--- src/design/lms_pkg.sv ---
`timescale 1ns / 1ps
`default_nettype none

package lms_pkg;

  localparam int MAX_TAPS_DEF    = 32;
  localparam int SAMPLE_BITS_DEF = 16;

  localparam int COEF_BITS     = 24;
  localparam int COEF_FRAC     = 20;
  localparam int MU_BITS       = 16;
  localparam int MU_FRAC       = 16;
  localparam int TAP_BITS      = 6;
  localparam int INIT_ERR_BITS = 16;
  localparam int OP_BITS       = 2;
  localparam int IDX_BITS      = 5;
  localparam int CFG_IDX_BITS  = 2;
  localparam int CFG_DATA_BITS = 16;

  localparam logic [OP_BITS-1:0] OP_SAMPLE = 2'd0;
  localparam logic [OP_BITS-1:0] OP_WRITE  = 2'd1;
  localparam logic [OP_BITS-1:0] OP_READ   = 2'd2;

  localparam logic [CFG_IDX_BITS-1:0] CFG_TAP_COUNT  = 2'd0;
  localparam logic [CFG_IDX_BITS-1:0] CFG_STEP_SIZE  = 2'd1;
  localparam logic [CFG_IDX_BITS-1:0] CFG_INIT_ERROR = 2'd2;

  localparam logic [TAP_BITS-1:0]      TAP_COUNT_RST = 6'd32;
  localparam logic [MU_BITS-1:0]       STEP_SIZE_RST = 16'd1024;
  localparam logic [INIT_ERR_BITS-1:0] INIT_ERR_RST  = 16'd0;

  typedef enum logic [2:0] {
    ST_IDLE,
    ST_RUN,
    ST_DRAIN,
    ST_FINISH,
    ST_READ,
    ST_OUT
  } state_t;

  // one tap read handed to the tap pipeline
  typedef struct packed {
    logic clear;
    logic valid;
    logic first;
  } tap_issue_t;

  typedef struct packed {
    logic upd_valid;
    logic busy;
  } tap_stat_t;

endpackage

`default_nettype wire

--- src/design/lms_tap_pipe.sv ---
`timescale 1ns / 1ps
`default_nettype none

module lms_tap_pipe #(
  parameter int SAMPLE_BITS = lms_pkg::SAMPLE_BITS_DEF,
  parameter int MAX_TAPS    = lms_pkg::MAX_TAPS_DEF
) (
  input  wire logic                                clk,
  input  wire logic                                rst,
  input  wire lms_pkg::tap_issue_t                 issue,
  input  wire logic signed [SAMPLE_BITS-1:0]       w_in,
  input  wire logic signed [lms_pkg::COEF_BITS-1:0] c_in,
  input  wire logic signed [SAMPLE_BITS-1:0]       e_in,
  input  wire logic signed [SAMPLE_BITS-1:0]       x_in,
  input  wire logic signed [SAMPLE_BITS-1:0]       d_in,
  input  wire logic [lms_pkg::MU_BITS-1:0]         mu,
  output lms_pkg::tap_stat_t                       stat,
  output logic signed [lms_pkg::COEF_BITS-1:0]     c_upd,
  output logic signed [SAMPLE_BITS-1:0]            y_out,
  output logic signed [SAMPLE_BITS-1:0]            e_out,
  output logic                                     sat_out
);

  import lms_pkg::*;

  localparam int SB  = SAMPLE_BITS;
  localparam int TW  = 2 * SB;
  localparam int PW  = TW + MU_BITS + 1;
  localparam int SH  = 2 * (SB - 1) + MU_FRAC - COEF_FRAC;
  localparam int MW  = COEF_BITS + SB;
  localparam int ACW = MW + $clog2(MAX_TAPS + 1);

  localparam logic signed [PW-1:0]  HALF_U = PW'(longint'(1) <<< (SH - 1));
  localparam logic signed [PW-1:0]  C_HI   = PW'((longint'(1) <<< (COEF_BITS - 1)) - 1);
  localparam logic signed [PW-1:0]  C_LO   = -C_HI - PW'(1);
  localparam logic signed [ACW-1:0] HALF_Y = ACW'(longint'(1) <<< (COEF_FRAC - 1));
  localparam logic signed [ACW-1:0] S_HI   = ACW'((longint'(1) <<< (SB - 1)) - 1);
  localparam logic signed [ACW-1:0] S_LO   = -S_HI - ACW'(1);

  logic v1, v2, v3, v4;
  logic signed [TW-1:0]        t1;
  logic signed [COEF_BITS-1:0] c1, c2, c3;
  logic signed [SB-1:0]        wn1, wn2, wn3, w_last;
  logic signed [PW-1:0]        p2;
  logic signed [MW-1:0]        prod4;
  logic signed [ACW-1:0]       acc;
  logic                        sat_acc;

  logic signed [MU_BITS:0]     mu_s;
  logic signed [PW-1:0]        rnd, c_sum;
  logic signed [COEF_BITS-1:0] c_nx;
  logic                        c_sat;

  logic signed [ACW-1:0] y_full, e_full;
  logic                  y_sat, e_sat;

  assign mu_s = {1'b0, mu};

  always_comb begin
    rnd   = (p2 + HALF_U) >>> SH;
    c_sum = PW'(c2) + rnd;
    c_sat = 1'b0;
    if (c_sum > C_HI) begin
      c_nx  = C_HI[COEF_BITS-1:0];
      c_sat = 1'b1;
    end else if (c_sum < C_LO) begin
      c_nx  = C_LO[COEF_BITS-1:0];
      c_sat = 1'b1;
    end else begin
      c_nx = c_sum[COEF_BITS-1:0];
    end
  end

  always_ff @(posedge clk) begin
    if (rst) begin
      v1      <= 1'b0;
      v2      <= 1'b0;
      v3      <= 1'b0;
      v4      <= 1'b0;
      acc     <= '0;
      sat_acc <= 1'b0;
    end else begin
      v1 <= issue.valid;
      v2 <= v1;
      v3 <= v2;
      v4 <= v3;
      if (issue.clear) begin
        acc     <= '0;
        sat_acc <= 1'b0;
      end else begin
        if (v4) begin
          acc <= acc + ACW'(prod4);
        end
        if (v2 && c_sat) begin
          sat_acc <= 1'b1;
        end
      end
    end
  end

  // window entry for tap k after the shift is the old entry k-1, or x at tap 0
  always_ff @(posedge clk) begin
    t1  <= e_in * w_in;
    c1  <= c_in;
    wn1 <= issue.first ? x_in : w_last;
    if (issue.valid) begin
      w_last <= w_in;
    end
    p2    <= mu_s * t1;
    c2    <= c1;
    wn2   <= wn1;
    c3    <= c_nx;
    wn3   <= wn2;
    prod4 <= c3 * wn3;
  end

  assign stat.upd_valid = v3;
  assign stat.busy      = v1 | v2 | v3 | v4;
  assign c_upd          = c3;

  always_comb begin
    y_full = (acc + HALF_Y) >>> COEF_FRAC;
    e_full = ACW'(d_in) - y_full;
    y_sat  = 1'b0;
    e_sat  = 1'b0;
    if (y_full > S_HI) begin
      y_out = S_HI[SB-1:0];
      y_sat = 1'b1;
    end else if (y_full < S_LO) begin
      y_out = S_LO[SB-1:0];
      y_sat = 1'b1;
    end else begin
      y_out = y_full[SB-1:0];
    end
    if (e_full > S_HI) begin
      e_out = S_HI[SB-1:0];
      e_sat = 1'b1;
    end else if (e_full < S_LO) begin
      e_out = S_LO[SB-1:0];
      e_sat = 1'b1;
    end else begin
      e_out = e_full[SB-1:0];
    end
    sat_out = sat_acc | y_sat | e_sat;
  end

endmodule

`default_nettype wire

--- config.mk ---
export PLATFORM = sky130hd
export DESIGN_NAME = lms_tap_pipe
export DESIGN_NICKNAME = d
export VERILOG_FILES = /design/src/design/lms_pkg.sv /design/src/design/lms_tap_pipe.sv
export SDC_FILE = /design/constraint.sdc
export NUM_CORES = 2
export LEC_CHECK = 0
export BUFFER_PORTS_ARGS = -buffer_cell sky130_fd_sc_hd__buf_2
export CORE_MARGIN = 2
export CORE_UTILIZATION = 50
export CTS_CLUSTER_DIAMETER = 30
export DETAILED_ROUTE_END_ITERATION = 6
export PLACE_DENSITY = 0.63
export RECOVER_POWER = 100
export SYNTH_ARGS = -nofsm -noshare
export SYNTH_HDL_FRONTEND = slang
export SYNTH_SLANG_ARGS = --single-unit
--- constraint.sdc ---
create_clock -name clk -period 8.75 [get_ports clk]
set_input_delay 1.3125 -clock clk [delete_from_list [all_inputs] [get_ports clk]]
set_output_delay 1.3125 -clock clk [all_outputs]
set_load 0.05 [all_outputs]
==> results by group <==
Synthesis
  – Register area share after synthesis: 10.9%
  – Async set or reset register ratio after synthesis: 0%
  – Area contributors post-synth: fa_1 42%, dfxtp_1 10%, inv_1 9.3%
  – Gate Count Post-Synth: 5828
  – EDFF count, synth: 16
  – Post-synth top area cell: fa_1
  – Syn Nets: 7455
  – Synth Area per Inst: 9.15 sq um
  – #FFs+latches synth: 283
  – Most used DFF post-synth: dfxtp_1
  – Post-Syn Area: 53300 sq um
  – Yosys warns: 0
  – Post-synth top area share: 42.3%
  – Netlist cell types: 96

Clock network
  – Clock buffer depth: 3
  – Latest clock arrival within the worst-skew pair: 0.63 ns
  – CTS tree: built
  – TritonCTS buffer count: 71
  – CTS Root Cell: clkbuf_16
  – H-Tree Depth: 3
  – Hold buffers post-CTS: 0
  – Setup Fix Bufs, Post-CTS: 0
  – CTS resizes: 0
  – Reg clk slew, reported paths: 0.06 ns
  – CTS Sinks: 283

Floorplanning
  – Die X: 331 um
  – Die Span Y: 331 um
  – Die area: 109000 sq um
  – # IOs: 168
  – Initial Utilization: 50.5%
  – # rows: 119
  – Core ar.: 106000 sq um

Global routing
  – Initial antenna violation count: 7
  – Overall Global Routing Usage: 25.7%
  – Largest net degree at the start of global routing: 44
  – Vias in the first global route: 41800
  – First-pass GRT wire length: 220 mm
  – Grt ovf: 0

Cells and area
  – Synth-to-layout area growth: 8.49%
  – Most common cell after layout, fill and taps aside: inv_1
  – NumNets Final: 7534
  – Area occupied by multi-input gates: 41700 sq um
  – Share of layout cells above drive strength 1: 5.23%
  – Most frequent cells in the layout: 1315 x inv_1, 1126 x fa_1, 777 x nand2_1
  – Fill cells: 9691
  – Register area: 5830 sq um

Routing
  – DR vias: 38500
  – DR pass1 iterations: 6
  – WL per Instance: 18.2 um
  – Residual DRC count: 0
  – WL final: 134 mm
  – Vias per Instance: 5.23
  – ANT nets after route: 0
  – Iteration-0 DRC Markers: 2001

Timing
  – Final hold vios: 0
  – Setup Skew: 0.0305 ns
  – RSZ-0062 raised after global routing: no
  – Max-Slew Margin vs Limit: -81.3%
  – Setup TNS Final: 0 ns
  – Worst-margin pin slew: 2.72 ns
  – Max Slew Vio Count: 104
  – Final setup fails: 0
  – Fmax: 126 MHz
  – Final period util: 90.4%
  – Min Tclk post-route: 7.91 ns

Setup path
  – Crit-path max FO: 15
  – Crit. End Element: flop
  – Critical path class: reg2reg
  – Critical path arrival: 8.39 ns
  – CP required: 9.23 ns
  – Worst setup SP type: flop
  – R2R Setup Slk: 0.84 ns

Placement
  – Gp weighted congestion: 0.887
  – Port bufs: 167
  – Final HPWL DP: 108 mm

Run status
  – Outcome: complete, but fails checks
  – Failing checks: capacitance limit, slew limit

Hold path
  – Min-Delay Path Class: reg2reg

Run
  – Max Cap Viol: 4
==> metal layers <==
| layer | vias to the layer above | global-route usage, % | wire length, um | part of all wire (%) |
|---|---|---|---|---|
| met3 | 240 | 4.41 | 8590 | 6.4 |
| met5 | - | 0 | 27 | 0.020 |
| met4 | 4 | 7.54 | 3860 | 2.9 |
| met1 | 19400 | 34.3 | 58100 | 43 |
| li1 | 17700 | - | - | - |
| met2 | 1073 | 42.9 | 63500 | 47 |
==> state kept, by name, indices dropped and copies added (netlist names) <==
register,count
sat_acc,1
v3,1
v4,1
wn3,16
w_last,16
wn2,16
c2,24
acc,46
v2,1
wn1,16
t1,32
prod4,40
v1,1
c_upd,24
p2,24
c1,24
==> layout make-up <==
class	instances	area share, %
well taps	1391	3.01
repair buffers	210	1.82
multi-input cells	4024	72.1
inverters	1317	8.55
clock buffers	90	3.46
diodes	2	0.00865
clock inverters	38	0.978
flip-flops and latches	283	10.1
==> cells in the mapped netlist, types with 5 or more instances <==
library cell	count
inv_1	1315
fa_1	1126
nand2_1	776
and2_1	440
ha_1	392
dfxtp_1	267
clkbuf_1	192
a21oi_1	184
nor2_1	173
xnor2_1	167
o21ai_0	107
a21o_1	87
xor2_1	59
nand3_1	51
o21a_1	40
and3_1	36
nand2b_1	36
mux2i_1	29
nor2b_1	29
nand4_1	26
a211oi_1	22
nor3_1	21
mux2_2	17
edfxtp_1	16
o211ai_1	14
a31oi_1	13
o21bai_1	13
a21oi_2	9
a21boi_0	8
and4_1	8
or2_2	8
a2111oi_0	7
o22ai_1	7
maj3_1	6
or3_1	6
a211o_1	5
a31o_2	5
a41oi_1	5
buf_1	5
o2111ai_1	5
==> worst paths after layout <==
check / endpoint / cells past startpoint / from
setup reg to reg: prod4[39] / 23 / wn3[1]
setup / recovery: prod4[39] / 23 / wn3[1]
hold / removal: wn2[13] / 0 / wn1[13]
hold reg to reg: wn2[13] / 0 / wn1[13]
==> stage by stage <==
stage                     cells  instance area (sq um)  setup slack, ns  hold slack (ns)  utilization, %
after CTS                  7353                  58000             1.04            0.319            54.9
after detailed placement   7225                  55400            0.652            0.312            52.5
after global routing       7354                  57800            0.378            0.320            54.8
after global placement     7225                  55400            0.731            0.311            52.5
after floorplan            5828                  53300             1.55            0.310               -
final                      7355                  57800            0.836            0.320            54.8
==> logic make-up after synthesis <==
| kind of cell | Yosys count | share of synthesized area (%) |
|---|---|---|
| AND/OR/NAND/NOR | 1631 | 14.6 |
| adder cells (fa/ha/maj) | 1524 | 51.6 |
| buffers and inverters | 1521 | 10.8 |
| AO/OA/AOI/OAI | 597 | 7.42 |
| flip-flops | 283 | 10.9 |
| XOR/XNOR | 226 | 3.71 |
| multiplexers | 46 | 0.904 |
==> worst max-delay path, stage by stage, from the launching register on <==
cell and delay (ns):
dfxtp_1 0.96, clkbuf_1 0.45, nand2_1 0.15, fa_1 0.54
fa_1 0.46, fa_1 0.45, fa_1 0.51, inv_1 0.06
fa_1 0.54, inv_1 0.05, fa_1 0.51, inv_1 0.06
ha_1 0.34, a21o_1 0.18, a21o_1 0.16, a21oi_1 0.23
a21boi_0 0.15, o22ai_1 0.45, o211ai_1 0.20, a31oi_1 0.36
nor2b_1 0.29, o21ai_0 0.18, o41ai_1 0.33, xnor2_1 0.14
Power is not shown: default switching activity piles up to over one toggle a cycle in this logic, so the estimate is an artifact.
