--- src/design/lms_ram.sv ---
`timescale 1ns / 1ps
`default_nettype none

module lms_ram #(
  parameter int WIDTH = 16,
  parameter int DEPTH = 32,
  localparam int AW = (DEPTH > 1) ? $clog2(DEPTH) : 1
) (
  input  wire logic             clk,
  input  wire logic             we,
  input  wire logic [AW-1:0]    waddr,
  input  wire logic [WIDTH-1:0] wdata,
  input  wire logic [AW-1:0]    raddr,
  output logic      [WIDTH-1:0] rdata
);

  logic [WIDTH-1:0] mem [DEPTH];

  always_ff @(posedge clk) begin
    if (we) begin
      mem[waddr] <= wdata;
    end
    rdata <= mem[raddr];
  end

endmodule

`default_nettype wire

--- config.mk ---
export PLATFORM = sky130hd
export DESIGN_NAME = lms_ram
export DESIGN_NICKNAME = d
export VERILOG_FILES = /design/src/design/lms_ram.sv
export SDC_FILE = /design/constraint.sdc
export NUM_CORES = 1
export LEC_CHECK = 0
export BUFFER_PORTS_ARGS = -buffer_cell sky130_fd_sc_hd__clkbuf_2
export CAP_MARGIN = 25
export CORE_UTILIZATION = 40
export DETAILED_ROUTE_END_ITERATION = 10
export SLEW_MARGIN = 20
export SYNTH_ARGS = -nofsm -noshare
export SYNTH_HDL_FRONTEND = slang
export SYNTH_SLANG_ARGS = --single-unit
--- constraint.sdc ---
create_clock -name clk -period 2.3 [get_ports clk]
set_clock_uncertainty 0.15 [all_clocks]
set_input_delay 0.46 -clock clk [delete_from_list [all_inputs] [get_ports clk]]
set_output_delay 0.46 -clock clk [all_outputs]
set_load 0.05 [all_outputs]
==> results.sh, run 1 <==
export IMPL_ys_flop_type="edfxtp_1"
export IMPL_syn_nets=1171
export IMPL_synth_area_um2=20500
export IMPL_rows=82
export IMPL_clk_pin_slew_ns=0.06
export IMPL_htree_levels=2
export IMPL_start_kind="flop"
export IMPL_initial_core_util_pct=40.8
export IMPL_antenna_found_initial=0
export IMPL_coreArea_um2=50400
export IMPL_grt_max_degree=44
export IMPL_grt_ovfl_total=0
export IMPL_worstSetupPathType="flop to output port"
export IMPL_vdd_drop_max_uv=574
export IMPL_slew_violations=0
export IMPL_powerDensity_nw_per_um2=842
export IMPL_cp_max_fo=1
export IMPL_root_buffer="clkbuf_16"
export IMPL_syn2layout_area_growth_pct=17.9
export IMPL_n_fill_cell=4188
export IMPL_drive_gt1_share_pct=19.5
export IMPL_post_cts_setup_buffer_count=0
export IMPL_max_freq_ghz=0.497
export IMPL_crit_buf_inv=1
export IMPL_grt_pass1_wl_um=72100
export IMPL_hpwl_um=29600
export IMPL_crit_arrival_ns=1.40
export IMPL_drv_cap=0
export IMPL_p_leak_nw=8.60
export IMPL_drt_iter0_drc=914
export IMPL_io_pins=44
export IMPL_die_h_um=229
export IMPL_ys_seq_area_share_pct=76.4
export IMPL_max_slew_margin_pct=42.6
export IMPL_status="finished clean"
export IMPL_async_flop_share_pct=0
export IMPL_cts_resized=0
export IMPL_finalCriticalPeriod_ns=2.01
export IMPL_nets=1326
export IMPL_cts_tree="done"
export IMPL_end_kind="output port"
export IMPL_synth_edf_count=512
export IMPL_crit_required_ns=1.69
export IMPL_worst_pin_slew_ns=0.861
export IMPL_finalHoldViolations=0
export IMPL_crit_path_top_delay_cell="dfxtp_1"
export IMPL_ant_nets=0
export IMPL_ys_warn_count=0
export IMPL_critPathMaxStageDelay_ns=0.47
export IMPL_place_gp_congestion=0.806
export IMPL_drt_wl_total_um=48600
export IMPL_grtUsageTotal_pct=18.7
export IMPL_die_area_um2=52300
export IMPL_hold_slack_ns=0.252
export IMPL_first_pass_iters=5
export IMPL_mostFrequentLayoutCell="edfxtp_1"
export IMPL_rsz0062_at_grt="no"
export IMPL_grt_pass1_vias=10800
export IMPL_syn_inst=1143
export IMPL_ys_ff_latch=528
export IMPL_synth_area_per_cell_um2=18.0
export IMPL_mostFrequentLayoutCells="512 x edfxtp_1, 256 x mux2i_1, 87 x buf_4"
export IMPL_drc=0
export IMPL_clk_insertion_delay_late_ns=0.59
export IMPL_cts_buffers=51
export IMPL_n_antenna_cell=0
export IMPL_crit_chain="clkbuf_2"
export IMPL_finalCritPeriodShare_pct=87.5
export IMPL_ctsHoldBuffers=0
export IMPL_cts_buffer_depth=3
export IMPL_hp_class="primary input to flop"
export IMPL_synthDistinctLibCells=26
export IMPL_dpl_cell_count=1917
export IMPL_crit_family="flip-flops"
export IMPL_wl_per_cell_um=24.1
export IMPL_dr_total_vias=10800
export IMPL_numPortBuffers=43
export IMPL_clock_sinks=528
export IMPL_finalSetupViolCount=0
export IMPL_fp_dieW_um=229
export IMPL_avgViaCountPerCell=5.37
export IMPL_stdcell_count=2013
per-stage QoR:
step	worst slack (ns)	area (µm²)	power [mW]	TNS (ns)	utilization (%)
final	0.288	24200	20.4	0	48.1
after global routing	0.268	24200	21.0	0	48.1
after CTS	0.270	24200	20.6	0	48.1
after detailed placement	-0.0532	22500	12.3	-0.133	44.7
after global placement	-0.0385	22500	12.3	-0.109	44.7
after floorplan	-0.0500	20500	11.7	-5.97	-
final cells by class:
cell class              count  area, µm²  share of cell area [%]
flip-flops and latches    528      15700                    64.8
clock inverters            23        201                   0.832
well taps                 672        841                    3.47
clock buffers              73       1480                    6.11
multi-input cells         548       4330                    17.9
repair buffers            169       1660                    6.85
sequential cells by signal, summed over array words and instances (netlist names):
register and cells:
mem 512, rdata 16
layer usage:
layer | track usage [%] | part of all wire (%) | vias to the layer above
met3 | 3.28 | 5.8 | 58
met4 | 4.34 | 1.8 | 0
met1 | 26.5 | 45 | 5564
li1 | - | - | 4870
met5 | 0 | 0 | -
met2 | 30.1 | 47 | 321
cells by family (layout without fill, tap and decap cells):
family | count (synthesis) | after routing | share of synthesized area [%]
flops | 528 | 528 | 76.4
mux | 256 | 256 | 12.5
simple gates | 148 | 148 | 3.49
compound gates | 144 | 144 | 4.97
buf+inv | 67 | 265 | 2.63
synth_stat cells (2+ instances only):
master    count  area [µm²]
a21oi_1      32         160
a22o_1       32         280
a22oi_1      64         480
a31oi_1      16         100
buf_12        5         100
buf_2        19        95.1
buf_4        19         143
buf_6         6        67.6
buf_8         6        90.1
clkbuf_1     12        45.0
dfxtp_1      16         320
edfxtp_1    512       15400
mux2i_1     256        2560
nand2_1      33         124
nand2b_1      2        12.5
nand3_1      34         170
nand3b_1      5        37.5
nand4_1      16         100
nor2_1       33         124
nor2b_1       2        12.5
nor3_1       16        80.1
or3b_2        3        26.3
worst paths after layout:
check        depth (start not counted)           to  slack (ns)         from
max                                  1     rdata[7]        0.29     rdata[7]
max reg2reg                          6    rdata[14]        0.52   mem[1][14]
min reg2reg                          4    rdata[13]        0.46  mem[10][13]
min                                  2  mem[29][15]        0.25    wdata[15]
power by group:
| group | internal, mW | switching, mW |
|---|---|---|
| combinational | 0.468 | 0.876 |
| sequential | 10.7 | 0.0502 |
| clock | 4.81 | 3.48 |
| total | 16.0 | 4.41 |
Power figures use the tool's default switching activity.
==> run 2, diff against run 1 <==
CORE_UTILIZATION = 38   (was 40)
SKIP_CTS_REPAIR_TIMING = 1   (was unset)
==> run 2 against run 1 <==
Sequential power barely moved. Clock power rose by 1%. Die area rose by 5.2%. Non-clock buffer count shrank 5. Cell area shrank 0.47%. Cell count rose by 0.70%. Routed wire length grew 2.1%. Critical path type unchanged. Highest routed layer is now met5. Setup slack better by 0.049 ns. Critical endpoint is now rdata[5]. Combinational power barely moved. Sequential cell count is the same. Sequential share of layout area up 0.31 points. Power up 0.50%.
==> results.sh, run 2 (same netlist as run 1, synthesis figures left out) <==
export IMPL_status="finished clean"
export IMPL_grtUsageTotal_pct=18.2
export IMPL_hp_start="raddr[3]"
export IMPL_nets=1322
export IMPL_rsz0062_at_grt="no"
export IMPL_max_slew_margin_pct=47.6
export IMPL_r2r_start="mem[3][14]"
export IMPL_total_power_mw=20.5
export IMPL_dpl_cell_count=1928
export IMPL_crit_buf_inv=1
export IMPL_end_kind="output port"
export IMPL_whs_path_depth=3
export IMPL_drc=0
export IMPL_powerDensity_nw_per_um2=850
export IMPL_syn2layout_area_growth_pct=17.3
export IMPL_die_area_um2=55000
export IMPL_coreArea_um2=53000
export IMPL_clk_pin_slew_ns=0.06
export IMPL_slew_violations=0
export IMPL_fp_dieW_um=234
export IMPL_clk_insertion_delay_late_ns=0.61
export IMPL_hold_slack_ns=0.175
export IMPL_finalHoldViolations=0
export IMPL_cts_buffer_depth=3
export IMPL_dp_slack_ns=-0.0911
export IMPL_stdcell_count=2027
export IMPL_antenna_found_initial=3
export IMPL_crit_required_ns=1.69
export IMPL_multi_input_area_um2=4320
export IMPL_grt_ovfl_total=0
export IMPL_finalSetupViolCount=0
export IMPL_die_h_um=234
export IMPL_hpwl_um=31000
export IMPL_crit_family="flip-flops"
export IMPL_p_leak_nw=8.55
export IMPL_largest_registers="mem x512, rdata x16"
export IMPL_timing_rr_end="rdata[14]"
export IMPL_initial_core_util_pct=38.8
export IMPL_register_area_um2=15700
export IMPL_crit_arrival_ns=1.35
export IMPL_grt_pass1_vias=11000
export IMPL_whs_endpoint="rdata[5]"
export IMPL_cts_buffers=52
export IMPL_worstSetupPathType="flop to output port"
export IMPL_mostFrequentLayoutCells="512 x edfxtp_1, 256 x mux2i_1, 89 x buf_4"
export IMPL_cts_tree="done"
export IMPL_ant_nets=0
export IMPL_numPortBuffers=43
export IMPL_crit_chain="clkbuf_2"
export IMPL_clock_sinks=528
export IMPL_first_pass_iters=5
export IMPL_drv_cap=0
export IMPL_crit_path_top_delay_cell="dfxtp_1"
export IMPL_dr_total_vias=10900
export IMPL_grt_max_degree=48
export IMPL_vdd_drop_max_uv=560
export IMPL_finish_utilization_pct=45.5
export IMPL_rows=84
export IMPL_critPathMaxStageDelay_ns=0.44
export IMPL_finalCritPeriodShare_pct=85.4
export IMPL_max_freq_ghz=0.509
export IMPL_worstRegToRegCells=7
export IMPL_hp_class="primary input to flop"
export IMPL_drt_wl_total_um=49600
export IMPL_cp_max_fo=1
export IMPL_wl_per_cell_um=24.5
export IMPL_root_buffer="clkbuf_16"
export IMPL_finalCriticalPeriod_ns=1.96
export IMPL_worst_pin_slew_ns=0.786
export IMPL_start_kind="flop"
export IMPL_top_register="mem"
export IMPL_io_pins=44
export IMPL_largest_reg_flops=512
export IMPL_fin_ws_ns=0.337
export IMPL_htree_levels=2
export IMPL_avgViaCountPerCell=5.39
export IMPL_drt_iter0_drc=1054
export IMPL_mostFrequentLayoutCell="edfxtp_1"
export IMPL_drive_gt1_share_pct=18.5
export IMPL_rrSetupSlack_ns=0.47
export IMPL_place_gp_congestion=0.821
export IMPL_grt_pass1_wl_um=72300
export IMPL_n_fill_cell=4601
## run 2: cell types whose count changed in the layout (fill, tap and decap cells not counted), moves of 2 or more
cell,before,now
bufinv_16,3,5
nor2_1,27,33
clkinv_2,11,14
buf_12,39,32
clkbuf_16,52,54
clkinv_1,6,13
nor2_2,6,0
diode_2,0,2
clkbuf_8,10,0
clkbuf_1,11,8
buf_4,87,89
## run 2: power by group
group	switching, mW	internal [mW]
registers	0.0568	10.7
logic	0.869	0.448
clock network	3.58	4.84
total	4.50	16.0
## run 2: layout make-up
| class | count | share of cell area, % |
|---|---|---|
| Timing Repair Buffer | 164 | 6.37 |
| Clock inverter | 35 | 1.25 |
| Antenna cell | 2 | 0.0208 |
| Clock buffer | 62 | 5.73 |
| Tap cell | 688 | 3.57 |
| Multi-Input combinational cell | 548 | 17.9 |
| Sequential cell | 528 | 65.1 |
## run 2: worst max path at each step
stage,to,cells past startpoint,from
final,rdata[5],1,rdata[5]
after global placement,rdata[14],9,raddr[0]
after CTS,rdata[5],1,rdata[5]
after global routing,rdata[5],1,rdata[5]
after floorplan,mem[12][0],3,waddr[1]
after detailed placement,rdata[14],9,raddr[0]
## run 2: metal layers
| layer | up-vias | global-route usage (%) | wire [µm] |
|---|---|---|---|
| met5 | - | 0 | 23 |
| met1 | 5587 | 25.4 | 22200 |
| met2 | 364 | 28.3 | 22700 |
| met4 | 4 | 6.75 | 1420 |
| li1 | 4872 | - | - |
| met3 | 90 | 3.48 | 3220 |
## run 2: stage by stage
stage,instance area [µm²],TNS (ns)
floorplan,20500,-5.97
global placement,22400,-0.0825
detailed placement,22400,-0.207
CTS,24100,0
global route,24100,0
finish,24100,0
==> run 3, diff against run 2 <==
BUFFER_PORTS_ARGS = -buffer_cell sky130_fd_sc_hd__buf_2   (was -buffer_cell sky130_fd_sc_hd__clkbuf_2)
==> run 3 against run 2 <==
Sequential power hardly changed. Register-to-register slack improved by 0.14 ns. Worst hold slack better by 0.081 ns. Fmax grew 2.9%. Global-route usage shrank 0.088 points. First-iteration DRC count shrank 22%. Critical path depth unchanged. Critical path type unchanged. Highest routed layer is now met4.
==> results.sh, run 3 (same netlist as run 1, synthesis figures left out) <==
export IMPL_cts_buffer_depth=3
export IMPL_switchingPower_mw=4.45
export IMPL_mostFrequentLayoutCells="512 x edfxtp_1, 256 x mux2i_1, 89 x buf_4"
export IMPL_critPathMaxStageDelay_ns=0.41
export IMPL_top_register="mem"
export IMPL_first_pass_iters=5
export IMPL_grt_ovfl_total=0
export IMPL_clock_sinks=528
export IMPL_cp_max_fo=1
export IMPL_mostFrequentLayoutCell="edfxtp_1"
export IMPL_end_kind="output port"
export IMPL_drt_wl_total_um=48500
export IMPL_coreArea_um2=53000
export IMPL_drv_cap=0
export IMPL_grt_max_degree=42
export IMPL_max_slew_margin_pct=50.0
export IMPL_vdd_drop_max_uv=592
export IMPL_cts_buffers=52
export IMPL_wl_per_cell_um=24.0
export IMPL_power_frac_clock_pct=40.8
export IMPL_dp_slack_ns=0.0401
export IMPL_clk_insertion_delay_late_ns=0.60
export IMPL_rrSetupSlack_ns=0.61
export IMPL_rsz0062_at_grt="no"
export IMPL_cts_tree="done"
export IMPL_drive_gt1_share_pct=18.8
export IMPL_worstSetupPathType="flop to output port"
export IMPL_seq_power_share_pct=52.7
export IMPL_grt_pass1_wl_um=71300
export IMPL_htree_levels=2
export IMPL_grtUsageTotal_pct=18.1
export IMPL_nets=1320
export IMPL_antenna_found_initial=1
export IMPL_start_kind="flop"
export IMPL_finalCritPeriodShare_pct=82.9
export IMPL_largest_registers="mem x512, rdata x16"
export IMPL_dpl_cell_count=1926
export IMPL_numPortBuffers=43
export IMPL_place_gp_congestion=0.816
export IMPL_crit_arrival_ns=1.30
export IMPL_dr_total_vias=10800
export IMPL_slew_violations=0
export IMPL_p_leak_nw=8.53
export IMPL_avgViaCountPerCell=5.33
export IMPL_timing_rr_end="rdata[1]"
export IMPL_drt_iter0_drc=823
export IMPL_status="finished clean"
export IMPL_largest_reg_flops=512
export IMPL_stdcell_count=2021
export IMPL_fin_ws_ns=0.393
export IMPL_syn2layout_area_growth_pct=17.1
export IMPL_root_buffer="clkbuf_16"
export IMPL_clk_pin_slew_ns=0.06
export IMPL_hpwl_um=29700
export IMPL_crit_family="flip-flops"
export IMPL_crit_required_ns=1.69
export IMPL_setup_worst_path_start="rdata[5]"
export IMPL_p_int_mw=15.9
export IMPL_finalHoldViolations=0
export IMPL_power_frac_comb_pct=6.5
export IMPL_stdcell_area_um2=24000
export IMPL_grt_pass1_vias=10800
export IMPL_finish_utilization_pct=45.4
export IMPL_die_area_um2=55000
export IMPL_worstRegToRegCells=6
export IMPL_crit_buf_inv=1
export IMPL_rows=84
export IMPL_ant_nets=0
export IMPL_initial_core_util_pct=38.8
export IMPL_r2r_start="mem[7][1]"
export IMPL_crit_end="rdata[5]"
export IMPL_powerDensity_nw_per_um2=848
export IMPL_worst_pin_slew_ns=0.749
export IMPL_drc=0
export IMPL_max_freq_ghz=0.524
export IMPL_crit_path_top_delay_cell="dfxtp_1"
export IMPL_crit_cells=1
export IMPL_switching_share_pct=21.8
export IMPL_finalCriticalPeriod_ns=1.91
export IMPL_placed_cell_area_um2=22400
export IMPL_die_h_um=234
export IMPL_crit_chain="buf_2"
export IMPL_finalSetupViolCount=0
export IMPL_fp_dieW_um=234
export IMPL_hp_class="primary input to flop"
export IMPL_io_pins=44
-- run 3: power groups by stage --
stage | logic, mW | registers, mW | clock network [mW]
finish | 1.33 | 10.7 | 8.31
global route | 1.40 | 10.8 | 8.87
CTS | 1.33 | 10.7 | 8.49
detailed placement | 1.33 | 11.0 | 0
global placement | 1.32 | 11.0 | 0
floorplan | 0.601 | 11.1 | 0
-- run 3: cell type report --
class                      count  area [µm²]
clock buffer                  69        1420
antenna                        1        2.50
sequential                   528       15700
clock inverter                25         260
fill                        4572       28900
timing repair buffer         162        1490
multi-input combinational    548        4320
tap                          688         861
-- run 3: metrics by stage --
step / hold WS [ns] / TNS, ns / power, mW
after floorplan: 0.403 / -5.97 / 11.7
after global placement: 0.495 / 0 / 12.3
after detailed placement: 0.516 / 0 / 12.3
after CTS: 0.213 / 0 / 20.6
after global routing: 0.246 / 0 / 21.0
final: 0.256 / 0 / 20.4
-- run 3: tightest hold or removal path: cells and delay by family --
kind          cells  cell delay [ns]
buf+inv           2             0.32
simple gates      2             0.16
-- run 3: worst min path at each step --
| stage | start | endpoint | slack, ns | cells after the start |
|---|---|---|---|---|
| 3_3_place_gp | mem[10][3] | rdata[3] | 0.49 | 4 |
| 5_1_grt | raddr[4] | rdata[3] | 0.25 | 4 |
| 6_report | raddr[4] | rdata[3] | 0.26 | 4 |
| 3_5_place_dp | mem[10][1] | rdata[1] | 0.52 | 4 |
| 4_1_cts | raddr[4] | rdata[5] | 0.21 | 4 |
| 2_1_floorplan | mem[16][10] | rdata[10] | 0.40 | 4 |
-- run 3: layer usage --
layer | track usage [%] | vias up | part of all wire, %
li1 | - | 4884 | -
met1 | 24.8 | 5488 | 44
met3 | 3.43 | 74 | 6.0
met4 | 5.89 | 0 | 2.4
met5 | 0 | - | 0
met2 | 29.2 | 336 | 47
